==> src/design/dsi_pkg.sv <==
package dsi_pkg;

  // Wheel state codes
  typedef enum logic [1:0] {
    WS_OFF      = 2'd0,
    WS_NOTREADY = 2'd1,
    WS_READY    = 2'd2
  } wheel_state_t;

  // Configuration register indexes
  localparam int CFG_IDX_BITS = 3;

  typedef enum logic [CFG_IDX_BITS-1:0] {
    REG_MIN_DIST  = 3'd0,
    REG_MID_DIST  = 3'd1,
    REG_MAX_DIST  = 3'd2,
    REG_MIN_RATE  = 3'd3,
    REG_MID_RATE  = 3'd4,
    REG_MAX_RATE  = 3'd5,
    REG_SPIN_EN   = 3'd6
  } cfg_reg_t;

  // Reset values of the breakpoint registers
  localparam int MIN_DIST_RST = 768;
  localparam int MID_DIST_RST = 1536;
  localparam int MAX_DIST_RST = 2304;
  localparam int MIN_RATE_RST = 1900;
  localparam int MID_RATE_RST = 1800;
  localparam int MAX_RATE_RST = 1900;

  // Sideband that travels with each request down the pipeline
  typedef struct packed {
    logic         bypass;
    wheel_state_t state;
  } dsi_side_t;

endpackage

==> src/design/dsi_if.sv <==
interface dsi_in_if #(
  parameter int DIST_BITS = 16
) ();
  logic                 valid;
  logic                 ready;
  logic [DIST_BITS-1:0] distance;
  logic                 left_at_target;
  logic                 right_at_target;

  modport source (output valid, distance, left_at_target, right_at_target, input ready);
  modport sink   (input valid, distance, left_at_target, right_at_target, output ready);
endinterface

interface dsi_out_if #(
  parameter int RATE_BITS = 13
) ();
  logic                      valid;
  logic                      ready;
  logic signed [RATE_BITS:0] left_rate;
  logic signed [RATE_BITS:0] right_rate;
  logic [1:0]                wheel_state;

  modport source (output valid, left_rate, right_rate, wheel_state, input ready);
  modport sink   (input valid, left_rate, right_rate, wheel_state, output ready);
endinterface

==> src/design/dsi_front.sv <==
module dsi_front
  import dsi_pkg::*;
#(
  parameter int DIST_BITS = 16,
  parameter int RATE_BITS = 13
) (
  input  logic                           clk,
  input  logic                           rst_n,
  input  logic                           adv,
  input  logic                           in_valid,
  input  logic [DIST_BITS-1:0]           distance,
  input  logic                           left_at_target,
  input  logic                           right_at_target,
  input  logic [DIST_BITS-1:0]           min_dist,
  input  logic [DIST_BITS-1:0]           mid_dist,
  input  logic [DIST_BITS-1:0]           max_dist,
  input  logic [RATE_BITS-1:0]           min_rate,
  input  logic [RATE_BITS-1:0]           mid_rate,
  input  logic [RATE_BITS-1:0]           max_rate,
  input  logic                           spin_enable,
  output logic                           f_valid,
  output dsi_side_t                      f_side,
  output logic [RATE_BITS-1:0]           f_byp_rate,
  output logic [DIST_BITS+RATE_BITS-1:0] f_num,
  output logic [DIST_BITS-1:0]           f_span
);

  localparam int NUM_BITS = DIST_BITS + RATE_BITS;

  // Stage one: segment selection
  dsi_side_t            side_nxt;
  logic [RATE_BITS-1:0] byp_rate_nxt;
  logic [DIST_BITS-1:0] close_pt;
  logic [DIST_BITS-1:0] far_pt;
  logic [RATE_BITS-1:0] close_rt;
  logic [RATE_BITS-1:0] far_rt;
  logic                 upper;

  logic                 s1_valid_r;
  dsi_side_t            s1_side_r;
  logic [RATE_BITS-1:0] s1_byp_rate_r;
  logic [DIST_BITS-1:0] s1_dlo_r;
  logic [DIST_BITS-1:0] s1_dhi_r;
  logic [RATE_BITS-1:0] s1_close_rt_r;
  logic [RATE_BITS-1:0] s1_far_rt_r;
  logic [DIST_BITS-1:0] s1_span_r;

  logic                 s2_valid_r;
  dsi_side_t            s2_side_r;
  logic [RATE_BITS-1:0] s2_byp_rate_r;
  logic [NUM_BITS-1:0]  s2_p0_r;
  logic [NUM_BITS-1:0]  s2_p1_r;
  logic [DIST_BITS-1:0] s2_span_r;

  logic                 s3_valid_r;
  dsi_side_t            s3_side_r;
  logic [RATE_BITS-1:0] s3_byp_rate_r;
  logic [NUM_BITS-1:0]  s3_num_r;
  logic [DIST_BITS-1:0] s3_span_r;

  assign upper    = (distance >= mid_dist);
  assign close_pt = upper ? mid_dist : min_dist;
  assign far_pt   = upper ? max_dist : mid_dist;
  assign close_rt = upper ? mid_rate : min_rate;
  assign far_rt   = upper ? max_rate : mid_rate;

  // Pick the clamp, the zero rate, the close rate of an empty segment or the segment to interpolate
  always_comb begin
    side_nxt.bypass = 1'b1;
    side_nxt.state  = WS_OFF;
    byp_rate_nxt    = '0;
    if (spin_enable) begin
      side_nxt.state = (left_at_target && right_at_target) ? WS_READY : WS_NOTREADY;
      if (distance >= max_dist) begin
        byp_rate_nxt = max_rate;
      end else if (distance <= min_dist) begin
        byp_rate_nxt = min_rate;
      end else if (far_pt <= close_pt || distance < close_pt || distance > far_pt) begin
        // empty or reversed segment gives the close rate
        byp_rate_nxt = close_rt;
      end else begin
        side_nxt.bypass = 1'b0;
      end
    end
  end

  // Advance the valid flags
  always_ff @(posedge clk) begin
    if (!rst_n) begin
      s1_valid_r <= 1'b0;
      s2_valid_r <= 1'b0;
      s3_valid_r <= 1'b0;
    end else if (adv) begin
      s1_valid_r <= in_valid;
      s2_valid_r <= s1_valid_r;
      s3_valid_r <= s2_valid_r;
    end
  end

  // Advance the payload: select, multiply, sum
  always_ff @(posedge clk) begin
    if (adv) begin
      s1_side_r     <= side_nxt;
      s1_byp_rate_r <= byp_rate_nxt;
      s1_dlo_r      <= distance - close_pt;
      s1_dhi_r      <= far_pt - distance;
      s1_close_rt_r <= close_rt;
      s1_far_rt_r   <= far_rt;
      s1_span_r     <= far_pt - close_pt;

      s2_side_r     <= s1_side_r;
      s2_byp_rate_r <= s1_byp_rate_r;
      s2_p0_r       <= NUM_BITS'(s1_dlo_r) * NUM_BITS'(s1_far_rt_r);
      s2_p1_r       <= NUM_BITS'(s1_dhi_r) * NUM_BITS'(s1_close_rt_r);
      s2_span_r     <= s1_span_r;

      // sum stays at most span times the larger rate
      s3_side_r     <= s2_side_r;
      s3_byp_rate_r <= s2_byp_rate_r;
      s3_num_r      <= s2_p0_r + s2_p1_r;
      s3_span_r     <= s2_span_r;
    end
  end

  assign f_valid    = s3_valid_r;
  assign f_side     = s3_side_r;
  assign f_byp_rate = s3_byp_rate_r;
  assign f_num      = s3_num_r;
  assign f_span     = s3_span_r;

endmodule

==> src/design/dsi_div_cell.sv <==
module dsi_div_cell
  import dsi_pkg::*;
#(
  parameter int DIST_BITS = 16,
  parameter int RATE_BITS = 13
) (
  input  logic                 clk,
  input  logic                 rst_n,
  input  logic                 adv,
  input  logic                 i_valid,
  input  dsi_side_t            i_side,
  input  logic [DIST_BITS-1:0] i_rem,
  input  logic [RATE_BITS-1:0] i_low,
  input  logic [RATE_BITS-1:0] i_quot,
  input  logic [DIST_BITS-1:0] i_span,
  output logic                 o_valid,
  output dsi_side_t            o_side,
  output logic [DIST_BITS-1:0] o_rem,
  output logic [RATE_BITS-1:0] o_low,
  output logic [RATE_BITS-1:0] o_quot,
  output logic [DIST_BITS-1:0] o_span
);

  logic [DIST_BITS:0]   rem_sh;
  logic [DIST_BITS:0]   rem_sub;
  logic                 q_bit;
  logic [DIST_BITS-1:0] rem_nxt;
  logic [RATE_BITS-1:0] quot_nxt;

  logic                 valid_r;
  dsi_side_t            side_r;
  logic [DIST_BITS-1:0] rem_r;
  logic [RATE_BITS-1:0] low_r;
  logic [RATE_BITS-1:0] quot_r;
  logic [DIST_BITS-1:0] span_r;

  // One restoring step: shift in the next numerator bit, subtract if it fits
  assign rem_sh   = {i_rem, i_low[RATE_BITS-1]};
  assign rem_sub  = rem_sh - {1'b0, i_span};
  assign q_bit    = (rem_sh >= {1'b0, i_span});
  assign rem_nxt  = q_bit ? rem_sub[DIST_BITS-1:0] : rem_sh[DIST_BITS-1:0];
  // a bypassed request keeps its rate untouched
  assign quot_nxt = i_side.bypass ? i_quot : {i_quot[RATE_BITS-2:0], q_bit};

  always_ff @(posedge clk) begin
    if (!rst_n) begin
      valid_r <= 1'b0;
    end else if (adv) begin
      valid_r <= i_valid;
    end
  end

  always_ff @(posedge clk) begin
    if (adv) begin
      side_r <= i_side;
      rem_r  <= rem_nxt;
      low_r  <= {i_low[RATE_BITS-2:0], 1'b0};
      quot_r <= quot_nxt;
      span_r <= i_span;
    end
  end

  assign o_valid = valid_r;
  assign o_side  = side_r;
  assign o_rem   = rem_r;
  assign o_low   = low_r;
  assign o_quot  = quot_r;
  assign o_span  = span_r;

endmodule

==> src/design/distance_to_speed_interpolator_top.sv <==
// A taken request passes through select, multiply, sum, one divider cell per quotient bit
// and the output register, in that order.
// Throughput: one request per cycle; the whole pipeline holds when the output
// register is full and not taken.
// Reset: synchronous active-low rst_n empties the pipeline and loads register defaults.
module distance_to_speed_interpolator_top
  import dsi_pkg::*;
#(
  parameter int DIST_BITS = 16,
  parameter int RATE_BITS = 13,
  localparam int CfgW = (DIST_BITS > RATE_BITS) ? DIST_BITS : RATE_BITS
) (
  input  logic                    clk,
  input  logic                    rst_n,
  dsi_in_if.sink                  in_ch,
  dsi_out_if.source               out_ch,
  input  logic                    cfg_we,
  input  logic [CFG_IDX_BITS-1:0] cfg_index,
  input  logic [CfgW-1:0]         cfg_wdata
);

  localparam int NUM_BITS = DIST_BITS + RATE_BITS;

  logic [DIST_BITS-1:0] min_dist_r;
  logic [DIST_BITS-1:0] mid_dist_r;
  logic [DIST_BITS-1:0] max_dist_r;
  logic [RATE_BITS-1:0] min_rate_r;
  logic [RATE_BITS-1:0] mid_rate_r;
  logic [RATE_BITS-1:0] max_rate_r;
  logic                 spin_en_r;

  logic                 adv;
  logic                 f_valid;
  dsi_side_t            f_side;
  logic [RATE_BITS-1:0] f_byp_rate;
  logic [NUM_BITS-1:0]  f_num;
  logic [DIST_BITS-1:0] f_span;

  logic                 c_valid [RATE_BITS+1];
  dsi_side_t            c_side  [RATE_BITS+1];
  logic [DIST_BITS-1:0] c_rem   [RATE_BITS+1];
  logic [RATE_BITS-1:0] c_low   [RATE_BITS+1];
  logic [RATE_BITS-1:0] c_quot  [RATE_BITS+1];
  logic [DIST_BITS-1:0] c_span  [RATE_BITS+1];

  logic                      out_valid_r;
  logic signed [RATE_BITS:0] left_rate_r;
  logic signed [RATE_BITS:0] right_rate_r;
  wheel_state_t              wheel_state_r;

  // Configuration writes
  always_ff @(posedge clk) begin
    if (!rst_n) begin
      min_dist_r <= DIST_BITS'(MIN_DIST_RST);
      mid_dist_r <= DIST_BITS'(MID_DIST_RST);
      max_dist_r <= DIST_BITS'(MAX_DIST_RST);
      min_rate_r <= RATE_BITS'(MIN_RATE_RST);
      mid_rate_r <= RATE_BITS'(MID_RATE_RST);
      max_rate_r <= RATE_BITS'(MAX_RATE_RST);
      spin_en_r  <= 1'b0;
    end else if (cfg_we) begin
      case (cfg_reg_t'(cfg_index))
        REG_MIN_DIST: min_dist_r <= cfg_wdata[DIST_BITS-1:0];
        REG_MID_DIST: mid_dist_r <= cfg_wdata[DIST_BITS-1:0];
        REG_MAX_DIST: max_dist_r <= cfg_wdata[DIST_BITS-1:0];
        REG_MIN_RATE: min_rate_r <= cfg_wdata[RATE_BITS-1:0];
        REG_MID_RATE: mid_rate_r <= cfg_wdata[RATE_BITS-1:0];
        REG_MAX_RATE: max_rate_r <= cfg_wdata[RATE_BITS-1:0];
        REG_SPIN_EN:  spin_en_r  <= cfg_wdata[0];
        default: ;
      endcase
    end
  end

  // Advance everything whenever the output register is free or being taken
  assign adv         = !out_valid_r || out_ch.ready;
  assign in_ch.ready = adv;

  dsi_front #(
    .DIST_BITS (DIST_BITS),
    .RATE_BITS (RATE_BITS)
  ) u_front (
    .clk             (clk),
    .rst_n           (rst_n),
    .adv             (adv),
    .in_valid        (in_ch.valid),
    .distance        (in_ch.distance),
    .left_at_target  (in_ch.left_at_target),
    .right_at_target (in_ch.right_at_target),
    .min_dist        (min_dist_r),
    .mid_dist        (mid_dist_r),
    .max_dist        (max_dist_r),
    .min_rate        (min_rate_r),
    .mid_rate        (mid_rate_r),
    .max_rate        (max_rate_r),
    .spin_enable     (spin_en_r),
    .f_valid         (f_valid),
    .f_side          (f_side),
    .f_byp_rate      (f_byp_rate),
    .f_num           (f_num),
    .f_span          (f_span)
  );

  // Seed the divider chain; the top numerator bits are already below the span
  assign c_valid[0] = f_valid;
  assign c_side[0]  = f_side;
  assign c_rem[0]   = f_num[NUM_BITS-1:RATE_BITS];
  assign c_low[0]   = f_num[RATE_BITS-1:0];
  assign c_quot[0]  = f_side.bypass ? f_byp_rate : '0;
  assign c_span[0]  = f_span;

  for (genvar g = 0; g < RATE_BITS; g++) begin : g_cell
    dsi_div_cell #(
      .DIST_BITS (DIST_BITS),
      .RATE_BITS (RATE_BITS)
    ) u_cell (
      .clk     (clk),
      .rst_n   (rst_n),
      .adv     (adv),
      .i_valid (c_valid[g]),
      .i_side  (c_side[g]),
      .i_rem   (c_rem[g]),
      .i_low   (c_low[g]),
      .i_quot  (c_quot[g]),
      .i_span  (c_span[g]),
      .o_valid (c_valid[g+1]),
      .o_side  (c_side[g+1]),
      .o_rem   (c_rem[g+1]),
      .o_low   (c_low[g+1]),
      .o_quot  (c_quot[g+1]),
      .o_span  (c_span[g+1])
    );
  end

  // Output register
  always_ff @(posedge clk) begin
    if (!rst_n) begin
      out_valid_r <= 1'b0;
    end else if (adv) begin
      out_valid_r <= c_valid[RATE_BITS];
    end
  end

  always_ff @(posedge clk) begin
    if (adv) begin
      right_rate_r  <= $signed({1'b0, c_quot[RATE_BITS]});
      left_rate_r   <= -$signed({1'b0, c_quot[RATE_BITS]});
      wheel_state_r <= c_side[RATE_BITS].state;
    end
  end

  assign out_ch.valid       = out_valid_r;
  assign out_ch.left_rate   = left_rate_r;
  assign out_ch.right_rate  = right_rate_r;
  assign out_ch.wheel_state = wheel_state_r;

endmodule
==> src/flat_wrapper.sv <==
// flat-port wrapper written by rule: the top's interface ports become plain ports
module distance_to_speed_interpolator_top_flat import dsi_pkg::*;
#(
  parameter int DIST_BITS = 16,
  parameter int RATE_BITS = 13,
  localparam int CfgW = (DIST_BITS > RATE_BITS) ? DIST_BITS : RATE_BITS
)
  (clk, rst_n, cfg_we, cfg_index, cfg_wdata, in_ch_valid, in_ch_distance, in_ch_left_at_target, in_ch_right_at_target, in_ch_ready, out_ch_valid, out_ch_left_rate, out_ch_right_rate, out_ch_wheel_state, out_ch_ready);
  dsi_in_if #(.DIST_BITS(DIST_BITS)) in_ch_i ();
  dsi_out_if #(.RATE_BITS(RATE_BITS)) out_ch_i ();
  input  logic clk;
  input  logic rst_n;
  input  logic cfg_we;
  input  logic [CFG_IDX_BITS-1:0] cfg_index;
  input  logic [CfgW-1:0] cfg_wdata;
  input wire logic [$bits(in_ch_i.valid)-1:0] in_ch_valid;
  input wire logic [$bits(in_ch_i.distance)-1:0] in_ch_distance;
  input wire logic [$bits(in_ch_i.left_at_target)-1:0] in_ch_left_at_target;
  input wire logic [$bits(in_ch_i.right_at_target)-1:0] in_ch_right_at_target;
  output wire logic [$bits(in_ch_i.ready)-1:0] in_ch_ready;
  output wire logic [$bits(out_ch_i.valid)-1:0] out_ch_valid;
  output wire logic [$bits(out_ch_i.left_rate)-1:0] out_ch_left_rate;
  output wire logic [$bits(out_ch_i.right_rate)-1:0] out_ch_right_rate;
  output wire logic [$bits(out_ch_i.wheel_state)-1:0] out_ch_wheel_state;
  input wire logic [$bits(out_ch_i.ready)-1:0] out_ch_ready;
  assign in_ch_i.valid = in_ch_valid;
  assign in_ch_i.distance = in_ch_distance;
  assign in_ch_i.left_at_target = in_ch_left_at_target;
  assign in_ch_i.right_at_target = in_ch_right_at_target;
  assign in_ch_ready = in_ch_i.ready;
  assign out_ch_valid = out_ch_i.valid;
  assign out_ch_left_rate = out_ch_i.left_rate;
  assign out_ch_right_rate = out_ch_i.right_rate;
  assign out_ch_wheel_state = out_ch_i.wheel_state;
  assign out_ch_i.ready = out_ch_ready;
  distance_to_speed_interpolator_top #(.DIST_BITS(DIST_BITS), .RATE_BITS(RATE_BITS)) u_core (.clk(clk), .rst_n(rst_n), .in_ch(in_ch_i), .out_ch(out_ch_i), .cfg_we(cfg_we), .cfg_index(cfg_index), .cfg_wdata(cfg_wdata));
endmodule
==> config.mk <==
export PLATFORM = sky130hd
export DESIGN_NAME = distance_to_speed_interpolator_top_flat
export DESIGN_NICKNAME = d
export VERILOG_FILES = /design/src/design/dsi_pkg.sv /design/src/design/dsi_if.sv /design/src/design/dsi_front.sv /design/src/design/dsi_div_cell.sv /design/src/design/distance_to_speed_interpolator_top.sv /design/src/flat_wrapper.sv
export SDC_FILE = /design/constraint.sdc
export NUM_CORES = 2
export LEC_CHECK = 0
export BUFFER_PORTS_ARGS = -buffer_cell sky130_fd_sc_hd__buf_2
export CAP_MARGIN = 40
export CORE_MARGIN = 3
export CORE_UTILIZATION = 58
export CTS_BUF_LIST = sky130_fd_sc_hd__clkbuf_16
export DETAILED_ROUTE_END_ITERATION = 16
export GPL_TIMING_DRIVEN = 0
export PLACE_DENSITY = 0.79
export SLEW_MARGIN = 20
export SYNTH_ARGS = -nofsm -noshare
export SYNTH_HDL_FRONTEND = slang
export SYNTH_HIERARCHICAL = 1
export SYNTH_SLANG_ARGS = --single-unit
==> constraint.sdc <==
create_clock -name clk -period 37.6 [get_ports clk]
set_input_delay 3.76 -clock clk [delete_from_list [all_inputs] [get_ports clk]]
set_output_delay 3.76 -clock clk [all_outputs]
set_load 0.005 [all_outputs]
# Yosys cells after proc, flatten, opt, wreduce, memory -nomap -nowiden
# Cells that the tools add are included.
# Widths: inputs -> output; s select.
[word_totals]
regBits = 1044
input_bits = 42
output_inout_bits = 32
wordCells = 214
[op_classes]
eq_ne = 6
n_reduce_logical = 14
multipliers = 2
bitwise_logic = 1
magnitude_cmp = 19
addsub = 17
n_mux = 35
[ops]
columns = ["cell", "n"]
rows = [
  ["$mux 13", 19],
  ["$sub 16x16->16", 15],
  ["$mux 16", 14],
  ["$ge 17x16->1", 13],
  ["$mul 16x13->29", 2],
  ["$ge 16x16->1", 2],
  ["$le 16x16->1", 2],
  ["$add 29x29->29", 1],
  ["$gt 16x16->1", 1],
  ["$lt 16x16->1", 1],
  ["$neg 13->14", 1],
  ["$reduce_and 2->1", 7],
  ["$eq 3x3->1 const B", 3],
  ["$eq 3x2->1 const B", 2],
  ["$eq 3x1->1 const B", 1],
  ["$logic_not 3->1", 1],
  ["$logic_or 1x1->1", 3],
  ["$reduce_or 3->1", 1],
  ["$mux 2", 1],
  ["$logic_and 1x1->1", 1],
  ["$logic_not 1->1", 1],
  ["$mux 1", 1],
  ["$not 1->1", 1],
]

# Longest topological paths before layout
[logic_depth]
word_depth = 8
ltp_mapped = 24
depth_no_buf = 23

# Modules after synthesis
# Netlist, hierarchy kept.
[modules_own_cells]
columns = ["mod", "instances", "seq_area_each_um2", "cells_per_inst", "area_per_inst_um2"]
rows = [
  ["dsi_div_cell (u_core.g_cell[0].u_cell ...)", 12, 1821.7, 241, 3225.6],
  ["dsi_front", 1, 7297.0, 2667, 26198.9],
  ["distance_to_speed_interpolator_top", 1, 2622.5, 478, 4583.1],
  ["dsi_div_cell (u_core.g_cell[2].u_cell)", 1, 1821.7, 238, 3170.5],
]

# Worst setup path after synthesis
# Ideal clock, no wire load.
[synth_path]
kind = "input -> output"
start = "input port out_ch_ready"
end = "output port in_ch_ready"
cell_stages = 1
arrival_ps = 29280
required_ps = 33840
setup_slack_ps = 4560
path_cell_list = "nand2b_1"
[synth_via]
elab_chain_cells = 1
[synth_lines]
columns = ["item", "line_no", "rtl"]
rows = [
  ["start: declaration", "flat_wrapper.sv:25", "input wire logic [$bits(out_ch_i.ready)-1:0] out_ch_ready;"],
  ["$logic_or 1x1->1", "distance_to_speed_interpolator_top.sv:76", "assign adv = !out_valid_r || out_ch.ready;"],
  ["end: declaration", "flat_wrapper.sv:20", "output wire logic [$bits(in_ch_i.ready)-1:0] in_ch_ready;"],
]
# Every way passes these cells.

# Final worst setup path
[layout_path]
start = "input port in_ch_distance[9]"
end = "register u_core.u_front.s1_byp_rate_r[7], data pin"
[layout_via]
elab_chain_cells = 8
elab_cells_between_ends = 14
cone_classes = "order compare: 6; mux: 6; reduce/logical: 2"
[layout_lines]
columns = ["item", "line_no", "rtl"]
rows = [
  ["start: declaration", "flat_wrapper.sv:17", "input wire logic [$bits(in_ch_i.distance)-1:0] in_ch_distance;"],
  ["$ge 16x16->1", "dsi_front.sv:61", "assign upper = (distance >= mid_dist);"],
  ["$mux 16, on equally long branches", "dsi_front.sv:63, dsi_front.sv:62", ""],
  ["$le 16x16->1 or $lt 16x16->1 (tied branches)", "dsi_front.sv:78", "end else if (far_pt <= close_pt || distance < close_pt || distance > far_pt) begin"],
  ["$logic_or 1x1->1 (2 in series)", "dsi_front.sv:78", ""],
  ["$mux 13", "dsi_front.sv:78", ""],
  ["$mux 13", "dsi_front.sv:76", "end else if (distance <= min_dist) begin"],
  ["$mux 13 *", "dsi_front.sv:74", "if (distance >= max_dist) begin"],
  ["end signal: assignment", "dsi_front.sv:104", "s1_byp_rate_r <= byp_rate_nxt;"],
  ["end: declaration", "dsi_front.sv:41", "logic [RATE_BITS-1:0] s1_byp_rate_r;"],
]
# Every way passes the cells marked *; elsewhere a longest branch is shown, timed or not.
# A chain may end at the register's enable or synchronous reset.

==> summary.txt <==
Route
  – DR vias/cell: 5.77
  – First-pass DRT Iterations: 6
  – Final WL: 152000 um
  – WL per Instance: 19.4 um
  – Post-route antenna net violation count: 0
  – Via count of the routed design: 45400
  – DRT iter0 DRCs: 3710
  – Drt drc: 0

STA
  – Slew Viols, Final: 0
  – WHS: 0.403 ns
  – RSZ-0062 raised after global routing: no
  – Tightest Pin Transition: 0.782 ns
  – Setup violations, final: 0
  – Fin. Hold Viols: 0
  – Relative slew slack: 46.5%
  – Final period util: 25.6%
  – Post-layout min period: 9.62 ns
  – Clock Skew: 0.0271 ns
  – Fmax: 104 MHz

CTS
  – Clk buf depth: 3
  – Clock sinks: 1043
  – Clock latency on the worst-skew pair: 0.70 ns
  – Htree depth: 3
  – CTS buffer count: 108
  – Resized Gates After CTS: 0
  – CTS clk-pin slew, worst paths: 0.06 ns
  – Root Buffer: clkbuf_16
  – CTS tree: yes
  – Setup Fix Bufs, Post-CTS: 0
  – CTS Hold Bufs: 0

Finish
  – Final nets: 7093
  – Area grow syn2layout: 9.31%
  – Share of cells above drive strength 1: 12.4%

Setup path
  – WP data arrival: 10.15 ns
  – Crit path required time: 38.13 ns
  – CP Class: input port to flip-flop
  – Crit Path Max Fanout: 10
  – Worst Setup Start Kind: input port
  – Crit. End Element: flip-flop

Global route
  – Vias in the first global route: 44800
  – Total congestion overflow: 0
  – Largest net degree at the start of global routing: 62
  – GRT Total Usage: 24.8%
  – First-pass GRT wire length: 241000 um
  – Antenna violations before repair: 2

Floorplan
  – Core Rows: 125
  – Die Y: 350 um
  – Die extent in x: 350 um
  – Die ar.: 0.122 mm^2
  – Initial Utilization: 58.7%
  – Core area: 0.117 mm^2
  – I/O pins: 74

Placed design
  – Gp weighted congestion: 0.959
  – Hpwl dp: 117000 um
  – Buffers added on ports: 72

Synth
  – Syn nets: 6889
  – Mapped Area: 0.0685 mm^2
  – Syn avg cell area: 11.3 um^2
  – Post-Syn Instances: 6044
  – Yosys Warn Count: 6

Flow run
  – # Max-Cap Violations: 0

Min path
  – Worst hold path type: flip-flop to flip-flop

Status
  – Outcome: completed
[registers in the layout (all words and copies together) (netlist names), 29 cells and up]
signal / cells
u_core/g_cell.u_cell/o_low: 78
u_core/g_cell.u_cell/o_quot: 169
u_core/g_cell.u_cell/o_rem: 192
u_core/g_cell.u_cell/o_side: 38
u_core/g_cell.u_cell/o_span: 192
u_core/u_front/f_num: 29
u_core/u_front/s2_p0_r: 29
u_core/u_front/s2_p1_r: 29
[worst paths after layout]
kind                                  from                               to  slack [ns]  cells past startpoint
max reg2reg  u_core/u_front/s1_far_rt_r[4]       u_core/u_front/s2_p0_r[28]       30.23                     20
min            u_core/u_front/s2_span_r[4]         u_core/u_front/f_span[4]        0.40                      0
min reg2reg    u_core/u_front/s2_span_r[4]         u_core/u_front/f_span[4]        0.40                      0
max                      in_ch_distance[9]  u_core/u_front/s1_byp_rate_r[7]       27.98                     24
[area by class of cell]
cell class              instances  area (um^2)
repair buffers                 94          852
plain buffers                 170         1040
inverters                     744         2790
clock buffers                 109         2730
diodes                          1         2.50
well taps                    1524         1910
fillers                      9044        41800
clock inverters                91          881
multi-input cells            4087        34400
flip-flops and latches       1043        30300
[cells in the final DEF, fill, tap and decap left out, types with 57 or more instances in the layout]
cell type,count
o21ai_0,160
dfxtp_1,105
fa_1,324
inv_1,763
ha_1,479
nand3_1,80
and2_1,214
xor2_1,80
buf_2,82
nand2_1,664
clkbuf_16,109
a21oi_1,290
mux2_4,77
mux2_2,214
a21boi_0,57
nor2_1,242
clkbuf_1,107
mux2i_1,70
xnor2_1,152
nand2b_1,73
a21o_1,98
edfxtp_1,938
[worst max-delay path, cell delays in order]
cell      delay (ns)
buf_2           0.18
ha_1            0.33
a21oi_1         0.17
o21ai_1         0.10
a221oi_2        0.43
o211a_1         0.38
clkbuf_1        0.42
clkbuf_1        0.45
clkbuf_1        0.45
o21ai_0         0.16
buf_2           0.20
fa_1            0.40
a21o_1          0.18
a21oi_1         0.26
o21ai_0         0.17
nand3_1         0.09
o21ai_0         0.14
o22a_1          0.24
a311oi_1        0.47
o21ai_0         0.20
nand4_1         0.27
clkbuf_1        0.37
nand3_1         0.14
a21oi_1         0.19
[stage by stage]
step	TNS, ns	std cells	worst slack [ns]	util (%)	instance area, um^2
6_report	0	7863	27.98	64.2	74900
5_1_grt	0	7862	27.61	64.2	74900
4_1_cts	0	7861	28.21	64.1	74800
3_5_place_dp	0	7661	27.50	61.1	71200
3_3_place_gp	-3.80	7640	-2.97	60.6	70700
2_1_floorplan	0	6044	7.19	-	68500
[routing by layer]
metal | global-route usage [%] | vias up | routed length, um
met4 | 11.0 | 0 | 7350
met5 | 0 | - | 0
met1 | 32.7 | 22000 | 63900
met3 | 3.34 | 329 | 8860
li1 | - | 21600 | -
met2 | 41.2 | 1426 | 72100
Power is left out: the tool's default activity adds up to more than one toggle a clock period on the data nets, which glitch-free logic cannot reach.
